File: config.mk
export PLATFORM = sky130hd
export DESIGN_NAME = ocp_isqrt
export DESIGN_NICKNAME = d
export VERILOG_FILES = /design/src/sv/ocp_pkg.sv /design/src/sv/ocp_isqrt.sv
export SDC_FILE = /design/constraint.sdc
export NUM_CORES = 2
export LEC_CHECK = 0
export BUFFER_PORTS_ARGS = -buffer_cell sky130_fd_sc_hd__buf_2
export CAP_MARGIN = 20
export CORE_UTILIZATION = 45
export DETAILED_ROUTE_END_ITERATION = 16
export SYNTH_ARGS = -nofsm -noshare
export SYNTH_HDL_FRONTEND = slang
export SYNTH_MEMORY_MAX_BITS = 65536
export SYNTH_SLANG_ARGS = --single-unit
File: constraint.sdc
create_clock -name clk -period 10.2 [get_ports clk]
set_input_delay 0.51 -clock clk [delete_from_list [all_inputs] [get_ports clk]]
set_output_delay 0.51 -clock clk [all_outputs]
set_load 0.005 [all_outputs]
File: src/sv/ocp_pkg.sv
// Shared types and constants of the omnidirectional camera projection block.
// Used by every other file of the block; depends on nothing.
package ocp_pkg;

  localparam int DATA_W        = 32;
  localparam int XI_W          = 18;
  localparam int FRAC_BITS_DEF = 16;
  localparam int IDX_W         = 3;
  localparam int ROOT_W        = 32;
  localparam int SQ_W          = 2 * ROOT_W;
  localparam int NUM_W         = 63;
  // Quotient bits that are resolved exactly; anything larger saturates anyway.
  localparam int QUO_W         = 34;

  // Register reset values in whole units, scaled by the fraction bits at the top.
  localparam int FOCAL_RST_INT = 500;
  localparam int CX_RST_INT    = 320;
  localparam int CY_RST_INT    = 240;
  localparam int XI_RST_INT    = 1;

  typedef enum logic [IDX_W-1:0] {
    REG_FOCAL_X   = 3'd0,
    REG_FOCAL_Y   = 3'd1,
    REG_CENTER_X  = 3'd2,
    REG_CENTER_Y  = 3'd3,
    REG_MIRROR_XI = 3'd4
  } cfg_reg_t;

  // Rounded quotient of one divider lane; big marks a quotient beyond QUO_W bits.
  typedef struct packed {
    logic           big;
    logic [QUO_W:0] quo;
  } quot_t;

endpackage

File: src/sv/ocp_isqrt.sv
// Pipelined integer square root, one root bit resolved per register stage.
// Carries a sideband word alongside; depends on ocp_pkg.
module ocp_isqrt #(
  parameter int SB_W = 1
) (
  input  logic                        clk,
  input  logic                        rst,
  input  logic                        en,
  input  logic                        in_valid,
  input  logic [ocp_pkg::SQ_W-1:0]    radicand,
  input  logic [SB_W-1:0]             sb_in,
  output logic                        out_valid,
  output logic [ocp_pkg::ROOT_W-1:0]  root,
  output logic [SB_W-1:0]             sb_out
);

  localparam int N     = ocp_pkg::ROOT_W;
  localparam int REM_W = N + 3;

  logic             vld [1:N];
  logic [REM_W-1:0] rem [1:N];
  logic [N-1:0]     rt  [1:N];
  logic [2*N-1:0]   rad [1:N];
  logic [SB_W-1:0]  sb  [1:N];

  for (genvar k = 0; k < N; k++) begin : g_stage
    logic             prev_vld;
    logic [REM_W-1:0] prev_rem;
    logic [N-1:0]     prev_rt;
    logic [2*N-1:0]   prev_rad;
    logic [SB_W-1:0]  prev_sb;
    logic [REM_W-1:0] rem_sh;
    logic [REM_W-1:0] trial;
    logic             take;

    if (k == 0) begin : g_first
      assign prev_vld = in_valid;
      assign prev_rem = '0;
      assign prev_rt  = '0;
      assign prev_rad = radicand;
      assign prev_sb  = sb_in;
    end else begin : g_next
      assign prev_vld = vld[k];
      assign prev_rem = rem[k];
      assign prev_rt  = rt[k];
      assign prev_rad = rad[k];
      assign prev_sb  = sb[k];
    end

    // The remainder never exceeds twice the partial root, so its top bits are free.
    assign rem_sh = {prev_rem[REM_W-3:0], prev_rad[2*N-1 -: 2]};
    assign trial  = {1'b0, prev_rt, 2'b01};
    assign take   = rem_sh >= trial;

    always_ff @(posedge clk) begin
      if (rst) begin
        vld[k+1] <= 1'b0;
      end else if (en) begin
        vld[k+1] <= prev_vld;
      end
    end

    always_ff @(posedge clk) begin
      if (en) begin
        rem[k+1] <= take ? (rem_sh - trial) : rem_sh;
        rt[k+1]  <= {prev_rt[N-2:0], take};
        rad[k+1] <= {prev_rad[2*N-3:0], 2'b00};
        sb[k+1]  <= prev_sb;
      end
    end
  end

  assign out_valid = vld[N];
  assign root      = rt[N];
  assign sb_out    = sb[N];

endmodule

Yosys cells after proc, flatten, opt, wreduce, memory -nomap -nowiden
Memory sizes are Yosys's and may differ from the RTL's.
Cells that the tools add are included.
W data, S select, Z words.
{"block": "classes", "n_addsub": 32, "order_cmp": 32, "mux": 70, "n_bitwise": 32}
{"cell": "$mux W35", "n": 32}
{"cell": "$ge A35 B34 Y1", "n": 31}
{"cell": "$sub A35 B34 Y35", "n": 31}
{"cell": "$mux W1", "n": 38}
{"cell": "$or A1 B1 Y1", "n": 32}
{"cell": "$sub A2 B1 Y3 const B", "n": 1}
{"cell": "$ge A2 B1 Y1 const B", "n": 1}
{"block": "totals", "reg_bits": 0, "ramBits": 4192, "output_inout_bits": 34, "word_cells": 171, "mem_count": 5}
{"memory": "rad", "depth": 32, "word_bits": 62, "read_ports": 31, "rd_clocked_by_memory_dff": 0, "write_ports": 32, "line_no": "ocp_isqrt.sv:23", "source": "logic [2*N-1:0] rad [1:N];"}
{"memory": "rem", "depth": 32, "word_bits": 35, "read_ports": 31, "rd_clocked_by_memory_dff": 0, "write_ports": 32, "line_no": "ocp_isqrt.sv:21", "source": "logic [REM_W-1:0] rem [1:N];"}
{"memory": "rt", "depth": 32, "word_bits": 32, "read_ports": 32, "rd_clocked_by_memory_dff": 0, "write_ports": 32, "line_no": "ocp_isqrt.sv:22", "source": "logic [N-1:0] rt [1:N];"}
{"memory": "sb", "depth": 32, "word_bits": 1, "read_ports": 32, "rd_clocked_by_memory_dff": 0, "write_ports": 32, "line_no": "ocp_isqrt.sv:24", "source": "logic [SB_W-1:0] sb [1:N];"}
{"memory": "vld", "depth": 32, "word_bits": 1, "read_ports": 32, "rd_clocked_by_memory_dff": 0, "write_ports": 32, "line_no": "ocp_isqrt.sv:20", "source": "logic vld [1:N];"}

Longest topological paths before layout
{"block": "logic_depth", "ltp_word": 4, "mapped_depth": 15, "ltp_nobuf": 12}

Worst setup path before layout
No wires, ideal clock.
{"block": "synth_path", "path_type": "register to register", "startpoint": "reg, netlist name rem[0][1055]", "endpoint": "reg, netlist name rem[0][1089]", "setup_time_ps": 260, "t_arrival_ps": 3302, "setup_slack_ps": 6639, "stages_incl_launch_ff": 12, "path_buffers": 2, "synth_period_minus_slack_ps": 3561, "cell_sequence": "edfxtp_1 > ha_1 > clkbuf_1 > and4_1 > and3_1 > a221oi_1 > o21ai_1 > a221o_1 > a221oi_1 > o21a_1 > buf_2 > mux2_2"}

==> flow_summary.ini <==
[status]
status = completed

[place]
dp_cells = 12670
place_hpwl_mm = 170.8
dpl_cell_area_um2 = 123500
place_congestion = 0.9173
placement.io_buffers = 102

[clock_tree]
clkLatencyLatePin_ns = 0.95
cts_tree = yes
clock_sinks = 2558
root_buffer = clkbuf_16
postCtsSetupBuffers = 0
path_clk_slew_ns = 0.06
cts_inserted_buffers = 295
hold_buffers = 67
cts_resized = 0
clock_path_buffers = 4
htree_levels = 5

[pwr]
pwr-share-comb_pct = 20.0
vdd_ir_drop_max_mv = 0.1891
switching_share_pct = 27.83
pwr-share-clk_pct = 33.6
power.internal_w = 0.02204
p_per_area_nw_per_um2 = 228.7
cellLeakagePower_nw = 50.67
p_seq_share_pct = 46.3
p_switching_w = 0.008503

[setup_path]
crit_fanout = 59
crit_type = reg -> reg
start_kind = register
crit_path_end_kind = register
required_ns = 10.88
r2r_slack_ns = 5.62
r2r_end = rem[0][1113]$_DFFE_PP_
reg2regPathDepth = 11
cp_data_arrival_time_ns = 5.26
reg2reg_from = rem[0][1057]$_DFFE_PP_

[sta]
setup_viol = 0
rsz0062_at_grt = false
clock_skew_ns = 0.08478
slew_viol_final = 0
hold_violations = 0
worst_slew_pin_slew_ns = 1.036
period_needed_ns = 4.581
finalCritPeriodShare_pct = 44.91
max_freq_ghz = 0.2183
relSlewSlack_pct = 29.15
tns_ns = 0

[floorplan]
die_h_um = 515.6
initial_core_util_pct = 45.26
die_x_um = 515.6
die_area_um2 = 265900
ios = 103
core_um2 = 262300
num_rows = 188

[routing]
wire_per_inst_um = 18.19
totalWireLength_mm = 240.9
drt-initial-drc-count = 5538
ant_nets = 0
vias_per_cell = 5.368
dr.pass1.iters = 6
drc_errors = 0
num_vias = 71110

[synth]
ys_async_sr_fraction_pct = 0
synth_flop_cell = edfxtp_1
yosys-top-cells-count = edfxtp_1 (2558), inv_1 (712), nand2_1 (644)
ys_types = 87
yosysWarnings = 0
syn_avg_cell_area_um2 = 12.90
yosysMostFrequentCell = edfxtp_1
synth_edf_count = 2558
yosysTopAreaCell = edfxtp_1
synth-seq-cells = 2558
netlist_area_um2 = 118700
synthTopCellsByArea = edfxtp_1 (65%), ha_1 (5.9%), xor2_1 (3.1%), xnor2_1 (2.8%), o21ai_0 (2.3%)
synth_top_area_share_pct = 64.71
syn-num-nets = 9830
ys_seq_area_share_pct = 64.71
postSynthCellCount = 9200

[layout]
fillers = 22290
fin_area_um2 = 133600
multi_input_area_um2 = 38570
syn_to_final_growth_pct = 12.51
ff_latch_area_um2 = 76810
drive_gt1_share_pct = 7.227
final_cells = 13250
num-nets-final = 10150

[grt]
grt_use_met3_pct = 2.703
grt_use_total_pct = 17.93
grt_pass1_wl_mm = 380.5
gr-usage-met1_pct = 23.18
grt_max_degree = 184
grt_pass1_vias = 69580
met2_usage_pct = 30.84
antenna_found_initial = 1
busiest_layer = met2
overflow = 0

[worst_hold_path]
worstHoldPathCells = 1
holdPathEnd = rad[0][65]$_DFFE_PP_
hold_path_startpoint = en
hp-class = in -> reg

[flow_run]
cap_violations = 0
critical path: stages (launching register included):
cell      delay, ns
edfxtp_1       0.40
ha_1           0.40
a21oi_1        0.29
o211ai_1       0.17
a221oi_1       0.53
o21ai_1        0.22
a221o_1        0.43
a221oi_1       0.73
o21a_1         0.19
buf_4          0.48
inv_1          0.18
mux2_2         0.31
flip-flops by register name (all words and copies together), names as in the netlist:
| signal | count |
|---|---|
| rad | 992 |
| rem | 974 |
| rt | 528 |
| sb | 32 |
| vld | 32 |
final cells by class:
| type | count | share of cell area (%) |
|---|---|---|
| Antenna cell | 3 | 0.005621 |
| Clock buffer | 344 | 5.729 |
| Clock inverter | 160 | 1.283 |
| Inverter | 712 | 2.001 |
| Multi-Input combinational cell | 5737 | 28.88 |
| Sequential cell | 2558 | 57.51 |
| Tap cell | 3515 | 3.293 |
| Timing Repair Buffer | 217 | 1.293 |
stage by stage:
stage	power [W]	hold slack, ns	worst slack, ns	utilization [%]
final	0.03055	0.1828	5.619	50.92
after global routing	0.03212	0.1856	5.347	50.92
after CTS	0.03090	0.1740	5.615	50.91
after detailed placement	0.02042	0.4045	5.588	47.08
after global placement	0.02032	0.4002	5.776	47.07
after floorplan	0.01848	0.4003	6.639	-
power by group through the flow:
stage                     sequential [W]  combinational (W)  clock, W
final                             0.0142            0.00611    0.0103
after global routing              0.0143            0.00683    0.0110
after CTS                         0.0142            0.00609    0.0106
after detailed placement          0.0144            0.00603         0
after global placement            0.0144            0.00594         0
after floorplan                   0.0140            0.00453         0
worst max path at each step:
stage                            from                      to  slack (ns)  cells after the start
3_3_place_gp   rem[0][1057]$_DFFE_PP_  rem[0][1113]$_DFFE_PP_        5.78                     11
5_1_grt        rem[0][1057]$_DFFE_PP_  rem[0][1113]$_DFFE_PP_        5.35                     11
3_5_place_dp   rem[0][1057]$_DFFE_PP_  rem[0][1113]$_DFFE_PP_        5.59                     11
2_1_floorplan  rem[0][1055]$_DFFE_PP_  rem[0][1089]$_DFFE_PP_        6.64                     11
4_1_cts        rem[0][1057]$_DFFE_PP_  rem[0][1113]$_DFFE_PP_        5.62                     11
6_report       rem[0][1057]$_DFFE_PP_  rem[0][1113]$_DFFE_PP_        5.62                     11
routing by layer:
metal  vias to the layer above  routed length, um  part of all wire (%)
met5                         -                  0                     0
met4                         0               6819                   2.8
met3                       436               9910                   4.1
met2                      1515             118800                    49
met1                     34400             105400                    44
li1                      34750                  -                     -
cell families (layout without fill, tap and decap cells):
group           after synthesis  in the layout  share of synthesized area (%)
other cells                   1              4                       0.003159
compound gates             1859           1859                          9.708
flops                      2558           2558                          64.71
buf+inv                     905           1433                          2.875
xor+xnor                    796            796                          5.873
fa+ha+maj                   561            561                          5.913
simple gates               2440           2440                          10.18
mux                          80             80                         0.7452
layout by cell type (no fill, tap or decap), types with 45 or more instances in the layout:
cell type,Yosys,layout
edfxtp_1,2558,2558
inv_1,712,712
nand2_1,644,644
nor2_1,568,568
ha_1,561,561
o21ai_0,543,543
a21oi_1,538,536
xor2_1,415,415
xnor2_1,381,381
clkbuf_16,0,299
a21o_1,230,230
nor3_1,220,219
nand3_1,165,165
nand2b_1,121,121
nor4_1,121,120
nand4_1,104,104
buf_2,13,103
or3_1,84,84
o21a_1,83,83
nor2b_1,78,78
mux2_2,67,67
dlygate4sd3_1,0,67
clkinv_1,0,61
and3_1,60,60
or4_1,59,59
and2_1,59,58
o21bai_1,53,53
o31ai_1,53,53
a211oi_1,48,47
clkbuf_1,164,45
(Power assumes the default switching activity.)
